$ cat src/hw/rtl/sha_pkg.sv
// SHA-256 block compression: shared constants, types and round functions.
// Used by the channel interfaces and every module of the block.
package sha_pkg;

   localparam int WORD_W = 32;

   localparam logic [3:0] LAST_MSG_IDX   = 4'hF;
   localparam logic [5:0] LAST_ROUND_IDX = 6'd63;
   localparam logic [2:0] LAST_CHAIN_IDX = 3'd7;

   localparam logic [WORD_W-1:0] ROUND_K [64] = '{
      32'h428a2f98, 32'h71374491, 32'hb5c0fbcf, 32'he9b5dba5,
      32'h3956c25b, 32'h59f111f1, 32'h923f82a4, 32'hab1c5ed5,
      32'hd807aa98, 32'h12835b01, 32'h243185be, 32'h550c7dc3,
      32'h72be5d74, 32'h80deb1fe, 32'h9bdc06a7, 32'hc19bf174,
      32'he49b69c1, 32'hefbe4786, 32'h0fc19dc6, 32'h240ca1cc,
      32'h2de92c6f, 32'h4a7484aa, 32'h5cb0a9dc, 32'h76f988da,
      32'h983e5152, 32'ha831c66d, 32'hb00327c8, 32'hbf597fc7,
      32'hc6e00bf3, 32'hd5a79147, 32'h06ca6351, 32'h14292967,
      32'h27b70a85, 32'h2e1b2138, 32'h4d2c6dfc, 32'h53380d13,
      32'h650a7354, 32'h766a0abb, 32'h81c2c92e, 32'h92722c85,
      32'ha2bfe8a1, 32'ha81a664b, 32'hc24b8b70, 32'hc76c51a3,
      32'hd192e819, 32'hd6990624, 32'hf40e3585, 32'h106aa070,
      32'h19a4c116, 32'h1e376c08, 32'h2748774c, 32'h34b0bcb5,
      32'h391c0cb3, 32'h4ed8aa4a, 32'h5b9cca4f, 32'h682e6ff3,
      32'h748f82ee, 32'h78a5636f, 32'h84c87814, 32'h8cc70208,
      32'h90befffa, 32'ha4506ceb, 32'hbef9a3f7, 32'hc67178f2
   };

   localparam logic [WORD_W-1:0] INIT_HASH [8] = '{
      32'h6A09E667, 32'hBB67AE85, 32'h3C6EF372, 32'hA54FF53A,
      32'h510E527F, 32'h9B05688C, 32'h1F83D9AB, 32'h5BE0CD19
   };

   typedef enum logic [3:0] {
      ST_LOAD  = 4'b0001,
      ST_ROUND = 4'b0010,
      ST_ADD   = 4'b0100,
      ST_SEND  = 4'b1000
   } state_type;

   typedef struct packed {
      logic       load_word;
      logic       reload_chain;
      logic       init_vars;
      logic       round_en;
      logic [5:0] round_idx;
      logic       add_en;
      logic [2:0] chain_idx;
   } ctrl_type;

   function automatic logic [WORD_W-1:0] rotr(input logic [WORD_W-1:0] x, input int n);
      rotr = (x >> n) | (x << (WORD_W - n));
   endfunction

   function automatic logic [WORD_W-1:0] big_sigma0(input logic [WORD_W-1:0] x);
      big_sigma0 = rotr(x, 2) ^ rotr(x, 13) ^ rotr(x, 22);
   endfunction

   function automatic logic [WORD_W-1:0] big_sigma1(input logic [WORD_W-1:0] x);
      big_sigma1 = rotr(x, 6) ^ rotr(x, 11) ^ rotr(x, 25);
   endfunction

   function automatic logic [WORD_W-1:0] small_sigma0(input logic [WORD_W-1:0] x);
      small_sigma0 = rotr(x, 7) ^ rotr(x, 18) ^ (x >> 3);
   endfunction

   function automatic logic [WORD_W-1:0] small_sigma1(input logic [WORD_W-1:0] x);
      small_sigma1 = rotr(x, 17) ^ rotr(x, 19) ^ (x >> 10);
   endfunction

endpackage

$ cat src/hw/rtl/sha_core.sv
// Round datapath: chaining value, working variables, shared round unit
// and the serial add-back of the working variables. Depends on sha_pkg.
module sha_core import sha_pkg::*; (
   input  logic              clock,
   input  logic              reset,
   input  ctrl_type          ctrl,
   input  logic [WORD_W-1:0] sched_word,
   output logic [WORD_W-1:0] sum_word
);

   logic [WORD_W-1:0] chain_ff [8];
   logic [WORD_W-1:0] var_ff [8];
   logic [WORD_W-1:0] t1;
   logic [WORD_W-1:0] t2;
   logic [WORD_W-1:0] ch;
   logic [WORD_W-1:0] maj;

   assign ch  = (var_ff[4] & var_ff[5]) ^ (~var_ff[4] & var_ff[6]);
   assign maj = (var_ff[0] & var_ff[1]) ^ (var_ff[0] & var_ff[2]) ^ (var_ff[1] & var_ff[2]);
   assign t1  = var_ff[7] + big_sigma1(var_ff[4]) + ch + ROUND_K[ctrl.round_idx] + sched_word;
   assign t2  = big_sigma0(var_ff[0]) + maj;
   assign sum_word = chain_ff[ctrl.chain_idx] + var_ff[ctrl.chain_idx];

   always_ff @(posedge clock) begin
      if (reset || ctrl.reload_chain) begin
         for (int i = 0; i < 8; i++) begin
            chain_ff[i] <= INIT_HASH[i];
         end
      end else if (ctrl.add_en) begin
         chain_ff[ctrl.chain_idx] <= sum_word;
      end
   end

   always_ff @(posedge clock) begin
      if (ctrl.init_vars) begin
         var_ff <= chain_ff;
      end else if (ctrl.round_en) begin
         var_ff[7] <= var_ff[6];
         var_ff[6] <= var_ff[5];
         var_ff[5] <= var_ff[4];
         var_ff[4] <= var_ff[3] + t1;
         var_ff[3] <= var_ff[2];
         var_ff[2] <= var_ff[1];
         var_ff[1] <= var_ff[0];
         var_ff[0] <= t1 + t2;
      end
   end

endmodule

$ cat config.mk
export PLATFORM = sky130hd
export DESIGN_NAME = sha_core
export DESIGN_NICKNAME = d
export VERILOG_FILES = /design/src/hw/rtl/sha_pkg.sv /design/src/hw/rtl/sha_core.sv
export SDC_FILE = /design/constraint.sdc
export NUM_CORES = 2
export LEC_CHECK = 0
export BUFFER_PORTS_ARGS = -buffer_cell sky130_fd_sc_hd__buf_2
export CELL_PAD_IN_SITES_DETAIL_PLACEMENT = 1
export CELL_PAD_IN_SITES_GLOBAL_PLACEMENT = 2
export CORE_ASPECT_RATIO = 0.6
export CORE_MARGIN = 3
export CORE_UTILIZATION = 44
export DETAILED_ROUTE_END_ITERATION = 16
export PLACE_DENSITY = 0.84
export SLEW_MARGIN = 0
export SYNTH_ARGS = -nofsm -noshare
export SYNTH_HDL_FRONTEND = slang
export SYNTH_SLANG_ARGS = --single-unit
$ cat constraint.sdc
create_clock -name clock -period 10.75 [get_ports clock]
set_clock_uncertainty 0.1 [all_clocks]
set_input_delay 0.5375 -clock clock [delete_from_list [all_inputs] [get_ports clock]]
set_output_delay 0.5375 -clock clock [all_outputs]
set_load 0.02 [all_outputs]
-- Word level (Yosys, flattened, before mapping)
Memory sizes are Yosys's and may differ from the RTL's.
Index checks and enable logic that the tools add are counted.
Widths: inputs -> output; s select.
- add/subtract/negate cells: 8
- multipliers: 0
- div/mod/pow operators: 0
- magnitude comparators: 3
- equal/unequal tests: 0
- shifts and indexed selects: 0
- mux-type cells: 13
- bitwise operators: 21
- reduce and logical (&&, ||, !) cells: 3
- operators with widths (kind ; number):
    $mux 256 ; 2
    $add 32x32->32 ; 8
    $bwmux 256 ; 1
    $mux 32 ; 7
    $xor 32x32->32 ; 7
    $bmux 32 s3 ; 2
    $and 32x32->32 ; 5
    $demux 32 s3 ; 1
    $not 32->32 ; 1
    $or 10x32->32 ; 1
    $or 19x32->32 ; 1
    $or 21x32->32 ; 1
    $or 26x32->32 ; 1
    $or 30x32->32 ; 1
    $or 7x32->32 ; 1
    $ge 7x7->1 const B ; 1
    $not 6->7 ; 1
    $ge 4x4->1 const B ; 1
    $lt 4x1->1 const B ; 1
    $not 3->4 ; 1
    $reduce_bool 2->1 ; 1
    $logic_and 1x1->1 ; 1
    $logic_or 1x1->1 ; 1
- flip-flop bits (word level): 512
- latch bits: 0
- memory bits (writable): 0
- bits in read-only memories: 2048
- input bits: 48
- output and inout bits: 32
- word-level logic and storage cells: 65
- memories: 1
- memory list (memory ; depth ; bits a word ; read ports ; clocked after Yosys merged registers in ; wr ports ; line ; text):
    (name not given) ; 64 ; 32 ; 1 ; 0 ; 0 ; sha_core.sv:20 ; assign t1 = var_ff[7] + big_sigma1(var_ff[4]) + ch + ROUND_K[ctrl.round_idx] + sched_word;

-- Longest topological paths before layout
- depth after elaboration: 10
- depth in mapped cells: 35
- gate-level depth less buffers: 34

-- Worst setup path before layout
Ideal clock, no wire load.
- path type: input to register
- start: input port ctrl[5] (netlist bit)
- end: register var_ff[255] (netlist bit), data pin
- setup time: 0.260 ns
- arrival: 7.135 ns
- data required time: 10.390 ns
- slack: 3.255 ns
- stages: 33
- buffers on the path: 1
- cells stage by stage: clkinv_1 ha_1 clkbuf_1 inv_1 nor2_1 a21oi_1 mux4_2 fa_1 inv_1 ha_1 a21oi_1 o21ai_1 a21oi_1 o21ai_0 a211oi_1 a21oi_1 a21o_1 a21oi_1 xnor2_1 inv_1 fa_1 inv_1 ha_1 nand4_1 nor4_1 nand2_1 a21oi_1 o31ai_1 nand2_1 o221ai_1 xnor2_1 xnor2_1 mux2_2
- cells in the longest elaborated chain, start to end: 9
- ends and longest elaborated chain (what ; line ; text):
    start: declaration ; sha_core.sv:6 ; input ctrl_type ctrl,
    $not 6->7 (not written as such) ; sha_core.sv:20 ;
    $mem_v2 64x32 ; n/a ;
    $mux 32 (not written as such) (2 in series) ; sha_core.sv:20 ;
    $add 32x32->32 (2 in series) ; sha_core.sv:20 ;
    $add 32x32->32 ; sha_core.sv:45 ; var_ff[0] <= t1 + t2;
    $mux 256 ; sha_core.sv:37 ; end else if (ctrl.round_en) begin
    $mux 256 ; sha_core.sv:35 ; if (ctrl.init_vars) begin
    end signal: assignment ; sha_core.sv:36 ; var_ff <= chain_ff;
    end: declaration ; sha_core.sv:12 ; logic [WORD_W-1:0] var_ff [8];
No other way between the ends. The select of a mux whose other input is x is not followed.
A chain may end at the register's enable or synchronous reset.

-- Worst setup path in the final report
- start: input port ctrl[4] (netlist bit)
- end: register var_ff[255] (netlist bit), data pin
The elaborated chain is that of the path after synthesis.

==> results.json <==
{
  "nNetsFinal": 4390,
  "relSlewSlack_pct": -3.824,
  "path_delay_family": "compound AO/OA/AOI/OAI gates",
  "die_y_um": 233.1,
  "clk_latency_ns": 0.63,
  "min_period_over_period_pct": 90.91,
  "grt_pass1_vias": 32060,
  "path_class": "primary input to flop",
  "cap_violations": 1,
  "port_buffers": 78,
  "placement_rows": 82,
  "vias_per_cell": 6.313,
  "cts-resized-gates": 0,
  "drc": 0,
  "worstMarginPinSlew_ns": 1.548,
  "synthArstFlopShare_pct": 0,
  "antennaDiodeCount": 0,
  "core_area_um2": 84340,
  "clkTransAtPathRegs_ns": 0.07,
  "start_util_pct": 44.84,
  "drt_pass1_iterations": 5,
  "io_pins": 80,
  "syn_inst": 4152,
  "syn_to_final_growth_pct": 8.745,
  "start_kind": "primary input",
  "dieArea_um2": 89610,
  "max_freq_mhz": 102.3,
  "avgSynthCellArea_um2": 9.107,
  "clockBufferDepth": 3,
  "fin_tns_setup_ns": 0,
  "cts_hold_buf": 0,
  "syn_area_um2": 37810,
  "finalSetupViolations": 0,
  "crit_fanout": 19,
  "violations": "max-capacitance violations, max-slew violations",
  "finalMaxSlewViolations": 2,
  "grt_util_all_layers_pct": 36.71,
  "cts_buffers": 52,
  "cts.sinks": 512,
  "fin_cells": 5250,
  "drive_gt1_share_pct": 14.26,
  "grt-ovfl-total": 0,
  "post_cts_buffers": 0,
  "place_congestion": 0.9922,
  "required_ns": 11.01,
  "wl_per_cell_um": 31.96,
  "root_buffer": "clkbuf_16",
  "drt_wl_total_mm": 167.8,
  "dp_hpwl_mm": 123.4,
  "ys_ff_latch": 512,
  "endpoint_kind": "flop",
  "syn_nets": 4469,
  "yosysSeqAreaShare_pct": 33.88,
  "worstHoldPathType": "primary input to flop",
  "synth-main-ff-cell": "edfxtp_1",
  "final_antenna_net_count": 0,
  "dp.cells": 5153,
  "critPathMaxStageDelay_ns": 0.89,
  "cts_tree": "done",
  "fp.dieW_um": 384.5,
  "vias": 33140,
  "grt_setup_unrepaired": "no",
  "yosysWarnings": 0,
  "layout_min_cycle_time_ns": 9.773,
  "slowest_stage": "o21ai_0",
  "ys_types": 85,
  "status": "finished with violations",
  "cp_data_arrival_time_ns": 10.04,
  "grt_max_degree": 151,
  "cp_num_buf_inv": 6,
  "synth_edf_count": 256,
  "antenna_found_initial": 7,
  "grt_pass1_wl_mm": 237.2,
  "drtIter0Drc": 3944,
  "hold_viol_final": 0,
  "cts_max_level": 2
}
## final cells by class
type	count	area (um2)
clock buffers	79	1548
clock inverters	18	200.2
fillers	9713	43220
inverters	339	1272
multi-input cells	2995	22660
flip-flops and latches	512	12810
well taps	1134	1419
repair buffers	173	1214
## through the flow
step / utilization (%) / setup slack [ns] / hold WS (ns) / cell area (um2)
after floorplan: - / 3.255 / 0.3380 / 37810
after global placement: 46.69 / 1.028 / 0.3544 / 39370
after detailed placement: 46.69 / 0.8950 / 0.3606 / 39370
after CTS: 48.76 / 1.497 / 0.3217 / 41120
after global routing: 48.76 / 0.7363 / 0.3681 / 41120
final: 48.76 / 0.9768 / 0.3435 / 41120
## metal layers
layer	share of wire, %	routed length (um)	global-route usage, %	vias up
li1	-	-	-	14480
met1	46	77160	54.35	16850
met2	38	63670	47.92	1592
met3	13	21730	15.16	219
met4	3.1	5207	10.30	4
met5	0.015	26	0	-
## worst paths after layout
check                           slack, ns      endpoint  depth (start not counted)         start
worst max register to register       1.29   var_ff[255]                         32    var_ff[98]
worst min-delay path                 0.34   var_ff[100]                          2      ctrl[11]
worst max-delay path                 0.98   var_ff[255]                         34       ctrl[4]
worst min register to register       0.37  chain_ff[64]                          2  chain_ff[64]
## registers in the layout (all words and copies together) (netlist names)
register  flops
chain_ff    256
var_ff      256
## cell usage after synthesis, types with 35 or more instances
cell / number / area (um2)
nand2_1: 439 / 1648
inv_1: 337 / 1265
a21oi_1: 320 / 1602
o21ai_0: 279 / 1396
mux2_2: 273 / 3074
clkbuf_1: 266 / 998.5
dfxtp_1: 256 / 5125
edfxtp_1: 256 / 7687
nor2_1: 218 / 818.3
mux2i_1: 156 / 1562
xnor2_1: 144 / 1261
ha_1: 143 / 1789
fa_1: 126 / 2522
o211ai_1: 117 / 878.3
xor2_1: 96 / 840.8
a21o_1: 82 / 615.6
a22oi_1: 68 / 510.5
nand3_1: 68 / 340.3
o22a_1: 60 / 525.5
nor3_1: 38 / 190.2
buf_1: 37 / 138.9
a211oi_1: 35 / 262.8
## layout by cell type (no fill, tap or decap), types with 8 or more instances in the layout
cell / count
and2_1: 8
fa_1: 126
mux4_2: 15
dfxtp_1: 256
nand2_1: 434
a21oi_1: 320
o31ai_1: 16
o21bai_1: 15
xor2_1: 96
a31oi_1: 26
inv_1: 337
a22oi_1: 68
buf_4: 90
o21ai_1: 22
o21ai_0: 279
nand2b_1: 31
clkbuf_16: 56
ha_1: 143
xnor2_1: 144
nor2b_1: 19
a211oi_1: 35
a311oi_1: 12
nand4_1: 8
mux2i_1: 156
nor3_1: 36
o22a_1: 60
a21o_1: 82
or3_1: 13
buf_2: 73
edfxtp_1: 256
clkinv_2: 8
nand3_1: 66
nor2_1: 216
o211ai_1: 117
o21a_1: 15
mux2_2: 273
and3_1: 20
clkbuf_1: 17
## logic make-up (layout without fill, tap and decap cells)
| kind of cell | Yosys count | after routing | share of synthesized area, % |
|---|---|---|---|
| flops | 512 | 512 | 33.88 |
| fa+ha+maj | 271 | 271 | 11.46 |
| mux | 444 | 444 | 13.15 |
| compound gates | 1144 | 1144 | 19.21 |
| buf+inv | 645 | 609 | 6.429 |
| simple gates | 893 | 893 | 10.16 |
| xor+xnor | 243 | 243 | 5.708 |
Power is not shown: default switching activity piles up to over one toggle a cycle in this logic, so the estimate is an artifact.
