File: src/hw/rtl/sha_pkg.sv
// SHA-256 block compression: shared constants, types and round functions.
// Used by the channel interfaces and every module of the block.
package sha_pkg;

   localparam int WORD_W = 32;

   localparam logic [3:0] LAST_MSG_IDX   = 4'hF;
   localparam logic [5:0] LAST_ROUND_IDX = 6'd63;
   localparam logic [2:0] LAST_CHAIN_IDX = 3'd7;

   localparam logic [WORD_W-1:0] ROUND_K [64] = '{
      32'h428a2f98, 32'h71374491, 32'hb5c0fbcf, 32'he9b5dba5,
      32'h3956c25b, 32'h59f111f1, 32'h923f82a4, 32'hab1c5ed5,
      32'hd807aa98, 32'h12835b01, 32'h243185be, 32'h550c7dc3,
      32'h72be5d74, 32'h80deb1fe, 32'h9bdc06a7, 32'hc19bf174,
      32'he49b69c1, 32'hefbe4786, 32'h0fc19dc6, 32'h240ca1cc,
      32'h2de92c6f, 32'h4a7484aa, 32'h5cb0a9dc, 32'h76f988da,
      32'h983e5152, 32'ha831c66d, 32'hb00327c8, 32'hbf597fc7,
      32'hc6e00bf3, 32'hd5a79147, 32'h06ca6351, 32'h14292967,
      32'h27b70a85, 32'h2e1b2138, 32'h4d2c6dfc, 32'h53380d13,
      32'h650a7354, 32'h766a0abb, 32'h81c2c92e, 32'h92722c85,
      32'ha2bfe8a1, 32'ha81a664b, 32'hc24b8b70, 32'hc76c51a3,
      32'hd192e819, 32'hd6990624, 32'hf40e3585, 32'h106aa070,
      32'h19a4c116, 32'h1e376c08, 32'h2748774c, 32'h34b0bcb5,
      32'h391c0cb3, 32'h4ed8aa4a, 32'h5b9cca4f, 32'h682e6ff3,
      32'h748f82ee, 32'h78a5636f, 32'h84c87814, 32'h8cc70208,
      32'h90befffa, 32'ha4506ceb, 32'hbef9a3f7, 32'hc67178f2
   };

   localparam logic [WORD_W-1:0] INIT_HASH [8] = '{
      32'h6A09E667, 32'hBB67AE85, 32'h3C6EF372, 32'hA54FF53A,
      32'h510E527F, 32'h9B05688C, 32'h1F83D9AB, 32'h5BE0CD19
   };

   typedef enum logic [3:0] {
      ST_LOAD  = 4'b0001,
      ST_ROUND = 4'b0010,
      ST_ADD   = 4'b0100,
      ST_SEND  = 4'b1000
   } state_type;

   typedef struct packed {
      logic       load_word;
      logic       reload_chain;
      logic       init_vars;
      logic       round_en;
      logic [5:0] round_idx;
      logic       add_en;
      logic [2:0] chain_idx;
   } ctrl_type;

   function automatic logic [WORD_W-1:0] rotr(input logic [WORD_W-1:0] x, input int n);
      rotr = (x >> n) | (x << (WORD_W - n));
   endfunction

   function automatic logic [WORD_W-1:0] big_sigma0(input logic [WORD_W-1:0] x);
      big_sigma0 = rotr(x, 2) ^ rotr(x, 13) ^ rotr(x, 22);
   endfunction

   function automatic logic [WORD_W-1:0] big_sigma1(input logic [WORD_W-1:0] x);
      big_sigma1 = rotr(x, 6) ^ rotr(x, 11) ^ rotr(x, 25);
   endfunction

   function automatic logic [WORD_W-1:0] small_sigma0(input logic [WORD_W-1:0] x);
      small_sigma0 = rotr(x, 7) ^ rotr(x, 18) ^ (x >> 3);
   endfunction

   function automatic logic [WORD_W-1:0] small_sigma1(input logic [WORD_W-1:0] x);
      small_sigma1 = rotr(x, 17) ^ rotr(x, 19) ^ (x >> 10);
   endfunction

endpackage

File: src/hw/rtl/sha_sched.sv
// Message schedule: sixteen-word shift line, expanded one word per round.
// Depends on sha_pkg for the small sigma functions and control struct.
module sha_sched import sha_pkg::*; (
   input  logic              clock,
   input  ctrl_type          ctrl,
   input  logic [WORD_W-1:0] word_in,
   output logic [WORD_W-1:0] sched_word
);

   logic [WORD_W-1:0] w_ff [16];
   logic [WORD_W-1:0] w_new;

   assign w_new = small_sigma1(w_ff[14]) + w_ff[9] + small_sigma0(w_ff[1]) + w_ff[0];
   assign sched_word = w_ff[0];

   always_ff @(posedge clock) begin
      if (ctrl.load_word || ctrl.round_en) begin
         for (int i = 0; i < 15; i++) begin
            w_ff[i] <= w_ff[i+1];
         end
         w_ff[15] <= ctrl.load_word ? word_in : w_new;
      end
   end

endmodule

File: config.mk
export PLATFORM = sky130hd
export DESIGN_NAME = sha_sched
export DESIGN_NICKNAME = d
export VERILOG_FILES = /design/src/hw/rtl/sha_pkg.sv /design/src/hw/rtl/sha_sched.sv
export SDC_FILE = /design/constraint.sdc
export NUM_CORES = 1
export LEC_CHECK = 0
export ABC_AREA = 0
export BUFFER_PORTS_ARGS = -buffer_cell sky130_fd_sc_hd__buf_2
export CAP_MARGIN = 0
export CORE_MARGIN = 8
export CORE_UTILIZATION = 55
export CTS_CLUSTER_DIAMETER = 30
export DETAILED_ROUTE_END_ITERATION = 10
export PLACE_DENSITY = 0.73
export SKIP_LAST_GASP = 1
export SYNTH_ARGS = -nofsm -noshare
export SYNTH_HDL_FRONTEND = slang
export SYNTH_SLANG_ARGS = --single-unit
export TNS_END_PERCENT = 20
File: constraint.sdc
create_clock -name clock -period 7.55 [get_ports clock]
set_clock_uncertainty 0.15 [all_clocks]
set_input_delay 0.755 -clock clock [delete_from_list [all_inputs] [get_ports clock]]
set_output_delay 0.755 -clock clock [all_outputs]
set_load 0.02 [all_outputs]
; After elaboration in Yosys (flattened, before gate mapping)
; Memory sizes are Yosys's and may differ from the RTL's.
; Cells that the tools add are included.
[totals]
regBits = 0
ramBits = 512
input_bits = 47
out_inout_bits = 32
elab_cells = 16
mem_count = 1
[mem_list]
columns = memory, words, word_bits, rd, rd_ports_with_merged_regs, write_ports, line_no
row1 = w_ff, 16, 32, 16, 0, 16, sha_sched.sv:10  ; logic [WORD_W-1:0] w_ff [16];
[classes]
add_sub_neg = 3
n_mux = 3
bitwise_logic = 8
reduce_logical = 1
[ops]
columns = operator, n
row1 = 32-bit adder, 3
row2 = 32-bit XOR, 2
row3 = 32-bit two-way mux, 1
row4 = 13-bit by 32-bit bitwise OR with 32-bit output, 1
row5 = 14-bit by 32-bit bitwise OR with 32-bit output, 1
row6 = 15-bit by 32-bit bitwise OR with 32-bit output, 1
row7 = 25-bit by 32-bit bitwise OR with 32-bit output, 1
row8 = 32-bit by 22-bit XOR with 32-bit output, 1
row9 = 32-bit by 29-bit XOR with 32-bit output, 1
row10 = 1-bit two-way mux, 2
row11 = 1-bit logical OR, 1

; Depth between registers and ports, before layout
; Gate-level depths: netlist (run 1).
[depth]
ltp_word = 7
depth_mapped = 15
ltp_nobuf = 15

; Worst setup path after synthesis (run 1)
; No wires, ideal clock.
[synth_path]
path_type = in2reg
from = input ctrl[13] in the netlist's numbering
to = memory w_ff[0][0], enable pin
setup_time_ns = 0.667
t_arrival_ns = 7.477
required_ns = 6.733
path_slack_ns = -0.744
cell_stages = 3
n_path_buf = 2
cell_sequence = buf_1 clkbuf_1 or2_2
[synth_rtl]
columns = element, line_no
row1 = from (decl), sha_sched.sv:5  ; input ctrl_type ctrl,
row2 = to (decl), sha_sched.sv:10

==> results.md, run 1 <==
* Syn Std Cell Area at 0.02092 mm²
* CTS tree: built
* I/O Pins at 79
* GRT Total Usage at 0.2012
* DIE AREA at 0.04453 mm²
* Vias per cell at 5.330
* CP max stage cell: edfxtp_1
* Post-synth EDFFs at 512
* Mapped Nets at 1364
* Worst Hold Class: flop to flop
* Share of the synthesized area in the top cell type at 0.7351
* Ys flop type: edfxtp_1
* Setup TNS at 0 ns
* Die X at 211.0 µm
* Number of flip-flops in the largest register at 512
* GRT overflow at 0
* Final net count at 1476
* Cell variety after synth at 80
* Largest Register: w_ff
* DP HPWL at 28560 µm
* Pins Over Slew Limit at 0
* Final Hold Vio Count at 0
* Yosys warns at 0
* Register area share after synthesis at 0.7351
* Synth top area cells: edfxtp_1 74%, fa_1 5.9%, xnor2_1 4.6%, inv_1 2.6%, ha_1 1.9%
* Nature of the critical path endpoint: flop
* CP Data Arrival Time at 4.93 ns
* Clk Tree Root Cell: clkbuf_16
* Max cap viols at 0
* Synth Instances at 1224
* Avg Cell Area, Syn at 17.09 µm²
* FMAX at 211.2 MHz
* Share of cells above drive strength 1 at 0.1839
* Wirelength per Cell at 22.87 µm
* Initial antenna violation count at 0
* Global-route wire length before repair at 65380 µm
* DIE HEIGHT at 211.0 µm
* IO Port Bufs at 66
* Slew margin rel. at 0.2971
* Routed Antenna Nets at 0
* Post-synth ARST share at 0
* Critical path's largest stage delay at 0.55 ns
* Min Tclk post-route at 4.735 ns
* Clk_lat worst skew at 0.62 ns
* Register bit count reported by yosys at 512
* Pin count of the biggest net entering global routing at 190
* Final setup viols at 0
* Largest regs: w_ff: 512 flops
* Synthesis-to-layout area growth at 18.54%
* Max FO, Critical Path at 5
* Row count at 71
* CTS resizes at 0
* Crit-path cells: xnor2_1 -> xnor2_1 -> fa_1 -> inv_1 -> fa_1 -> inv_1 -> ha_1 -> inv_1 -> fa_1 -> nor2b_4 -> o211ai_2 -> a211oi_4 -> o21ai_1 -> mux2i_1 -> a311oi_1
* Worst slew pin tran at 1.054 ns
* Setup Fix Bufs, Post-CTS at 0
* DR vias at 10265
* WS Path Type: flop to flop
* Fin crit share at 0.6272
* DRT iter0 DRCs at 905
* Post-CTS Hold Buffers at 0
* Remaining routing DRC violations at 0
* Clock transition at the registers of the reported paths at 0.06 ns
* Clk sink count at 512
* Vias in the first global route at 10521
* CTS Buf Count at 94
* CP Launch Type: flop
* Pre-antenna DRT Iters at 5
* H-tree depth at 3
* Clock Tree Buf Depth at 3
* Outcome: complete, no violations
* GPL Wtd Cong at 0.8757
* Initial Util at 0.5566
* Worst path required time at 7.74 ns
* RSZ-0062 raised after global routing: no
* Routed wire length at 44040 µm
* Post-synth top area cell: edfxtp_1
* Core Region at 0.03758 mm²
[path summary, 6_finish.rpt]
| kind | to | slack [ns] | startpoint | cells after the start |
|---|---|---|---|---|
| hold reg to reg | w_ff[1][146]$_DFFE_PP_ | 0.25 | w_ff[1][178]$_DFFE_PP_ | 0 |
| hold / removal | w_ff[1][146]$_DFFE_PP_ | 0.25 | w_ff[1][178]$_DFFE_PP_ | 0 |
| setup reg to reg | w_ff[1][243]$_DFFE_PP_ | 2.81 | w_ff[0][36]$_DFFE_PP_ | 15 |
| setup / recovery | w_ff[1][243]$_DFFE_PP_ | 2.81 | w_ff[0][36]$_DFFE_PP_ | 15 |
[cell families (layout without fill, tap and decap cells)]
kind of cell / Yosys count / after routing / synth area share
other: 0 / 1 / 0
buffers and inverters: 201 / 391 / 0.04570
and+or+nand+nor: 153 / 153 / 0.03739
muxes: 7 / 7 / 0.003470
AOI/OAI and AO/OA: 128 / 128 / 0.04606
DFF: 512 / 512 / 0.7351
adders and majority gates: 93 / 93 / 0.07788
xor gates and xnor gates: 130 / 130 / 0.05444
[worst max-delay path: cells and delay by family (launching register included)]
family / cells / cell delay [ns]
adder cells (fa/ha/maj): 4 / 1.52
AO/OA/AOI/OAI: 4 / 1.18
flip-flops: 1 / 0.55
XOR/XNOR: 2 / 0.52
buffers and inverters: 3 / 0.23
AND/OR/NAND/NOR: 1 / 0.15
multiplexers: 1 / 0.13
[metrics by stage]
stage / utilization / worst slack, ns / area (µm²) / std cells / hold WS [ns]
finish: 0.6598 / 2.815 / 24800 / 1926 / 0.2492
global route: 0.6598 / 2.635 / 24790 / 1925 / 0.2547
CTS: 0.6598 / 2.760 / 24790 / 1925 / 0.2500
detailed placement: 0.5732 / 2.837 / 21540 / 1751 / 0.2545
global placement: 0.5732 / 2.894 / 21540 / 1751 / 0.2502
floorplan: - / 1.865 / 20920 / 1224 / 0.2503
[per-layer routing]
metal / GRT usage / share of wire / vias to the layer above / routed length, µm
li1: - / - / 4628 / -
met3: 0.05208 / 0.070 / 76 / 3104
met4: 0.06902 / 0.027 / 0 / 1182
met2: 0.3068 / 0.46 / 363 / 20450
met5: 0 / 0 / - / 0
met1: 0.2806 / 0.44 / 5198 / 19310
[cell usage in the layout (no fill, tap or decap), drive strengths merged, types with 31 or more instances in the layout]
cell type  synthesis  routed
edfxtp           512     512
inv              146     160
xnor2            111     111
clkbuf            10      98
buf               44      70
fa                62      62
nand2             46      46
nor2              39      39
clkinv             1      36
o21ai             32      32
ha                31      31
[cell type report]
class	count	area (µm²)
Clock inverter	76	864.6
Clock buffer	98	2389
Timing Repair Buffer	70	385.4
Sequential cell	512	15370
Fill cell	2501	12780
Multi-Input combinational cell	511	4588
Antenna cell	1	2.502
Tap cell	511	639.4
Inverter	147	551.8
[cells in the mapped netlist, drive strengths merged, types with 6 or more instances]
master and instances:
nand3 15, a21oi 29, nand4 10, nand2 46, buf 44, nor2 39
and3 6, clkbuf 10, a21o 10, nor3 11, ha 31, fa 62
inv 146, a211oi 7, o211ai 7, xnor2 111, edfxtp 512, xor2 19
o21ai 32, a311oi 6
Power of run 1 is not shown: default switching activity piles up to over one toggle a cycle in this logic, so the estimate is an artifact.
==> run 2: changes to the inputs <==
ABC_AREA = 1   (was 0)
PLACE_DENSITY = 0.7   (was 0.73)
clock period = 4.8 ns   (was 7.55 ns; I/O delays follow)
==> run 2 against run 1 <==
Against the previous run:
- cell area increased by 2.9%
- sequential share of layout area down 1.7 points
- count of clock-buffer cells in the layout unchanged
- wire length increased by 6.3%
- register-to-register slack got worse by 2.3 ns
- final cell count increased by 14%
==> results.md, run 2 <==
* Clock transition at the registers of the reported paths at 0.05 ns (about the same)
* I/O Pins at 79 (unchanged)
* Core Region at 0.03847 mm² (+2.4%)
* Filler Cells Inserted at 2726 (+9.0%)
* Sequential cell area at 0.01537 mm² (unchanged)
* Largest regs: w_ff: 512 flops
* Slew margin rel. at 0.2908 (-0.006275)
* Final hold slack at 0.01711 ns (-0.2321 ns)
* Worst path required time at 4.98 ns (-2.76 ns)
* Final net count at 1748 (+18%)
* Worst slew pin tran at 1.063 ns (+0.008243 ns)
* Share of cells above drive strength 1 at 0.1778 (-0.006045)
* CP Data Arrival Time at 4.45 ns (-0.48 ns)
* Syn Std Cell Area at 0.02133 mm² (+2.0%)
* Multi-input logic area at 0.004673 mm² (+1.9%)
* Pre-antenna DRT Iters at 5 (unchanged)
* Synthesis-to-layout area growth at 19.63%
* Area after DPL at 0.02218 mm² (+3.0%)
* N_diodes at 0 (-1)
* Worst Hold Class: primary input to flop
* Crit-path cells: xnor2_1 -> xor2_1 -> inv_1 -> fa_1 -> inv_1 -> fa_1 -> inv_1 -> ha_1 -> inv_1 -> fa_1 -> inv_1 -> nand3_1 -> nand3_1 -> nand3_1 -> nand3_2 -> nand2_1 -> nand2_1 -> nand2_1 -> nand3_1 -> nand2_1
* Post-synth ARST share at 0 (unchanged)
* Global-route wire length before repair at 70380 µm (+7.7%)
* Commonest non-fill, non-tap cell in the layout: edfxtp_1
* Buffer and inverter count on the worst path at 5 (+2)
* Most common cell on crit path: inv_1
* Nature of the critical path endpoint: flop
* DRT iter0 DRCs at 998 (+10%)
* CP max stage cell: edfxtp_1
* Register area share after synthesis at 0.7209 (-0.01414)
* RSZ-0062 raised after global routing: no
* CTS Buf Count at 93 (-1.1%)
* Most frequent cells after synthesis: 512 x edfxtp_1, 263 x nand2_1, 255 x inv_1
* Synth Instances at 1466 (+20%)
* GRT overflow at 0 (unchanged)
* Min Tclk post-route at 4.274 ns (-0.4610 ns)
* Register bit count reported by yosys at 512 (unchanged)
* GRT Total Usage at 0.2165 (+0.01529)
* CP top delay family: adder cells
* DR vias at 10981 (+7.0%)
* Final instance area at 0.02551 mm² (+2.9%)
* Remaining routing DRC violations at 0 (unchanged)
* Row count at 72 (+1.4%)
* Pin count of the biggest net entering global routing at 94 (-51%)
* Mapped Nets at 1606 (+18%)
* Wirelength per Cell at 21.23 µm (-7.2%)
* Fin crit share at 0.8905 (+0.2633)
* H-tree depth at 3 (unchanged)
* Post-synth top area cell: edfxtp_1
* Setup TNS at 0 ns (unchanged)
* Number of flip-flops in the largest register at 512 (unchanged)
* Post-synth EDFFs at 512 (unchanged)
* RR Startpoint: w_ff[1][210]$_DFFE_PP_
* Outcome: complete, no violations
* Initial antenna violation count at 3 (+3)
* Die X at 212.9 µm (+0.90%)
* Pins Over Slew Limit at 0 (unchanged)
* Yosys warns at 0 (unchanged)
* Initial Util at 0.5544 (-0.002204)
* Ys flop type: edfxtp_1
* Synth top area cells: edfxtp_1 72%, fa_1 5.8%, nand2_1 4.6%, inv_1 4.5%, xnor2_1 3.6%
* Synth Area in Adders at 0.07639 (-0.001499)
* Most frequent cells in the layout: 512 x edfxtp_1, 263 x nand2_1, 255 x inv_1
* Vias in the first global route at 11603 (+10%)
* Post-CTS Hold Buffers at 9 (+9)
* Cell variety after synth at 34 (-57%)
* Hold Startpoint: word_in[17]
* Share of the synthesized area in the top cell type at 0.7209 (-0.01414)
* GPL Wtd Cong at 0.8890 (+1.5%)
* Clk_lat worst skew at 0.63 ns (about the same)
* CTS resizes at 0 (unchanged)
* DIE AREA at 0.04533 mm² (+1.8%)
* Routed Antenna Nets at 0 (unchanged)
* WS Path Type: flop to flop
* CTS tree: built
* Avg Cell Area, Syn at 14.55 µm² (-15%)
* Clock Tree Buf Depth at 3 (unchanged)
* Max FO, Critical Path at 5 (unchanged)
* Largest Register: w_ff
* Final Hold Vio Count at 0 (unchanged)
* IO Port Bufs at 66 (unchanged)
* Final setup viols at 0 (unchanged)
* DIE HEIGHT at 212.9 µm (+0.90%)
* Largest family of logic cells by synthesized area: simple AND/OR/NAND/NOR gates
* Max cap viols at 0 (unchanged)
* Multiplexer share of the synthesized area at 0 (-0.003470)
* Clk Tree Root Cell: clkbuf_16
* Post-layout instance count excluding filler cells at 2205 (+14%)
* Compound-Gate Fraction of Synth Area at 0.008800 (-0.03726)
* Routed wire length at 46800 µm (+6.3%)
* DP HPWL at 32560 µm (+14%)
* Critical path's largest stage delay at 0.57 ns (+0.02 ns)
* Post-Synth XOR/XNOR Area at 0.05175 (-0.002690)
* Clk sink count at 512 (unchanged)
* Count leader, synth: edfxtp_1
* Setup Fix Bufs, Post-CTS at 0 (unchanged)
* Simple-gate area share of the yosys netlist at 0.08208 (+0.04469)
* Placed insts at 2022 (+15%)
* FMAX at 234.0 MHz (+11%)
* CP Launch Type: flop
* Vias per cell at 4.980 (-6.6%)
* Critical Path Start: w_ff[1][210]$_DFFE_PP_
==> run 2: changes by cell type after synthesis, moves of 8 or more <==
cell     change
nand2_1    +218
inv_1      +109
nand3_1     +27
xnor2_1     -24
nand2_2     +23
xor2_1      +20
inv_2       +12
o21ai_0     -12
a21oi_1     -10
nor2_1       -9
nor3_1       -8
o21ai_1      -8
==> run 2: stage by stage <==
step	utilization	worst slack [ns]
6_report	0.6633	0.5258
5_1_grt	0.6633	0.1468
4_1_cts	0.6633	0.4829
3_5_place_dp	0.5765	0.5655
3_3_place_gp	0.5765	0.5570
2_1_floorplan	-	-0.1046
==> run 2: final timing paths <==
check / endpoint / slack, ns / cells past startpoint
max: w_ff[1][253]$_DFFE_PP_ / 0.53 / 20
min: w_ff[1][241]$_DFFE_PP_ / 0.02 / 3
min reg2reg: w_ff[1][114]$_DFFE_PP_ / 0.24 / 0
max reg2reg: w_ff[1][253]$_DFFE_PP_ / 0.53 / 20
==> run 2: per-layer routing <==
metal | vias up | share of wire | global-route usage
li1 | 5135 | - | -
met1 | 5405 | 0.44 | 0.2947
met2 | 369 | 0.46 | 0.3371
met3 | 72 | 0.071 | 0.05636
met4 | 0 | 0.025 | 0.07568
met5 | - | 0 | 0
==> run 2: cell families (layout without fill, tap and decap cells) <==
| kind of cell | count (synthesis) | after routing |
|---|---|---|
| AO/OA/AOI/OAI | 33 | 33 |
| XOR/XNOR | 126 | 126 |
| buffers and inverters | 307 | 528 |
| adder cells (fa/ha/maj) | 93 | 93 |
| flip-flops | 512 | 512 |
| AND/OR/NAND/NOR | 395 | 395 |
==> run 2: worst min-delay path: stages <==
cell and delay, ns:
buf_2 0.08, nand2_1 0.05, nand2_1 0.06
==> run 2: area by class of cell <==
class | count | area share
inverters | 268 | 0.03943
multi-input cells | 647 | 0.1832
repair buffers | 86 | 0.02217
clock buffers | 98 | 0.09279
well taps | 518 | 0.02540
clock inverters | 76 | 0.03443
flip-flops and latches | 512 | 0.6026
Power of run 2 is left out for the same reason.
==> run 3: changes to the inputs <==
CTS_BUF_LIST = sky130_fd_sc_hd__clkbuf_4 sky130_fd_sc_hd__clkbuf_8 sky130_fd_sc_hd__clkbuf_16   (was default)
SETUP_SLACK_MARGIN = 0.15   (was default)
==> run 3 against run 2 <==
Against the previous run:
- core utilization rose by 0.059 points
- non-clock buffer count is 1 higher
- count of clock-buffer cells in the layout unchanged
- via count up 0.24%
- critical path depth fell by 1
- die area unchanged
- sequential cell count did not move
- register-to-register slack gained 0.03 ns
- cell area is essentially flat
- worst hold slack improved by 0.0014 ns
- critical path type unchanged
==> results.md, run 3 (synthesized netlist as in run 2, its figures left out) <==
* Synthesis-to-layout area growth at 19.74% (about the same)
* Worst Hold Class: primary input to flop
* CP max stage cell: edfxtp_1
* Worst path required time at 4.98 ns (about the same)
* Die X at 212.9 µm (unchanged)
* CTS resizes at 0 (unchanged)
* Global-route wire length before repair at 70430 µm (about the same)
* Crit-path cells: xnor2_1 -> xnor2_1 -> fa_1 -> inv_1 -> fa_1 -> inv_1 -> ha_1 -> inv_1 -> fa_1 -> inv_1 -> nand3_1 -> nand3_1 -> nand3_1 -> nand3_2 -> nand2_1 -> nand2_1 -> nand2_1 -> nand3_1 -> nand2_1
* Layout Utilization at 0.6638 (about the same)
* Initial antenna violation count at 3 (unchanged)
* DR vias at 11007 (+0.24%)
* CP top delay family: adder cells
* Final net count at 1749 (+0.057%)
* Routed wire length at 46880 µm (+0.16%)
* Clk Tree Root Cell: clkbuf_16
* Worst min-delay path endpoint: w_ff[1][241]$_DFFE_PP_
* Row count at 72 (unchanged)
* Gr busiest metal: met2
* GPL Wtd Cong at 0.8890 (unchanged)
* Slew margin rel. at 0.2910 (about the same)
* Met2 usage at 0.3375 (about the same)
* Final Hold Vio Count at 0 (unchanged)
* Core Region at 0.03847 mm² (unchanged)
* Share of cells above drive strength 1 at 0.1807 (+0.002857)
* M1 GR Usage at 0.2949 (about the same)
* WS Path Type: flop to flop
* Initial Util at 0.5544 (unchanged)
* Wirelength per Cell at 21.25 µm (+0.12%)
* Reg-to-reg endpoint: w_ff[1][253]$_DFFE_PP_
* Clk sink count at 512 (unchanged)
* Clock transition at the registers of the reported paths at 0.06 ns (about the same)
* DIE HEIGHT at 212.9 µm (unchanged)
* Pre-antenna DRT Iters at 5 (unchanged)
* N_diodes at 0 (unchanged)
* Largest regs: w_ff: 512 flops
* Critical path's largest stage delay at 0.58 ns (about the same)
* Grt met3 use at 0.05636 (unchanged)
* Filler Cells Inserted at 2724 (-0.073%)
* Final setup viols at 0 (unchanged)
* H-tree depth at 3 (unchanged)
* FMAX at 235.5 MHz (+0.65%)
* Pin count of the biggest net entering global routing at 94 (unchanged)
* DIE AREA at 0.04533 mm² (unchanged)
* Clk_lat worst skew at 0.63 ns (about the same)
* GRT overflow at 0 (unchanged)
* R2r setup slk at 0.55 ns (+0.03 ns)
* Clock Tree Buf Depth at 3 (unchanged)
* Commonest non-fill, non-tap cell in the layout: edfxtp_1
* Routed Antenna Nets at 0 (unchanged)
* CP Launch Type: flop
* Most frequent cells in the layout: 512 x edfxtp_1, 263 x nand2_1, 255 x inv_1
* Worst slew pin tran at 1.062 ns (-0.0003114 ns)
* Min Tclk post-route at 4.247 ns (-0.02743 ns)
* Largest Register: w_ff
* CTS Buf Count at 93 (unchanged)
* IO Port Bufs at 66 (unchanged)
* DP HPWL at 32560 µm (unchanged)
* Buffer and inverter count on the worst path at 4 (-1)
* Remaining routing DRC violations at 0 (unchanged)
* GRT Total Usage at 0.2166 (about the same)
* Nature of the critical path endpoint: flop
* Max cap viols at 0 (unchanged)
* RSZ-0062 raised after global routing: no
* Vias per cell at 4.990 (+0.19%)
* Worst hold path depth at 3 (unchanged)
* CP Data Arrival Time at 4.43 ns (-0.02 ns)
* Reg2reg path depth at 19 (-5.0%)
* Max FO, Critical Path at 5 (unchanged)
* Hold Startpoint: word_in[17]
* DRT iter0 DRCs at 982 (-1.6%)
* Number of flip-flops in the largest register at 512 (unchanged)
* Outcome: complete, no violations
* CTS tree: built
* Pins Over Slew Limit at 0 (unchanged)
* Vias in the first global route at 11602 (-0.0086%)
* RR Startpoint: w_ff[0][51]$_DFFE_PP_
* I/O Pins at 79 (unchanged)
* Fin crit share at 0.8848 (-0.005714)
[run 3: cell types whose count changed in the layout (fill, tap and decap cells not counted), sizes merged]
cell  previous run  this run
buf             77        78
[run 3: stage by stage]
stage,TNS (ns),hold WS [ns],std cells,setup WS (ns),area (µm²)
global placement,0,0.2500,2022,0.5570,22180
global route,0,0.02678,2206,0.2396,25540
finish,0,0.01848,2206,0.5532,25540
CTS,0,0.002217,2205,0.4829,25530
floorplan,-53.54,0.2503,1466,-0.1046,21340
detailed placement,0,0.2545,2022,0.5655,22180
[run 3: how the worst max path moves through the flow]
stage	startpoint	end	cells past startpoint
after floorplan	ctrl[13]	w_ff[0][0]$_DFFE_PP_	2
after detailed placement	w_ff[1][210]$_DFFE_PP_	w_ff[1][253]$_DFFE_PP_	20
after CTS	w_ff[1][210]$_DFFE_PP_	w_ff[1][253]$_DFFE_PP_	20
after global routing	w_ff[1][212]$_DFFE_PP_	w_ff[1][253]$_DFFE_PP_	20
after global placement	w_ff[1][210]$_DFFE_PP_	w_ff[1][253]$_DFFE_PP_	20
final	w_ff[0][51]$_DFFE_PP_	w_ff[1][253]$_DFFE_PP_	19
[run 3: area by class of cell]
type | instances | area [µm²] | share of cell area
Clock inverter | 76 | 878.3 | 0.03440
Timing Repair Buffer | 87 | 573.1 | 0.02244
Clock buffer | 98 | 2382 | 0.09329
Tap cell | 518 | 648.1 | 0.02538
Inverter | 268 | 1006 | 0.03939
Multi-Input combinational cell | 647 | 4673 | 0.1830
Sequential cell | 512 | 15370 | 0.6021
[run 3: timing repair]
action	4_1_cts	5_1_grt
buffers inserted	0	1
hold buffers	9	0
endpoints found under the setup margin	0	1
endpoints found under the hold margin	9	0
[run 3: worst min-delay path, delay by kind of cell]
family,cells,cell delay [ns]
buffers and inverters,1,0.09
and+or+nand+nor,2,0.11
[run 3: routing by layer]
layer	share of wire	up-vias
li1	-	5134
met1	0.44	5393
met2	0.47	412
met3	0.074	68
met4	0.024	0
met5	0	-
Power of run 3 is left out for the same reason.
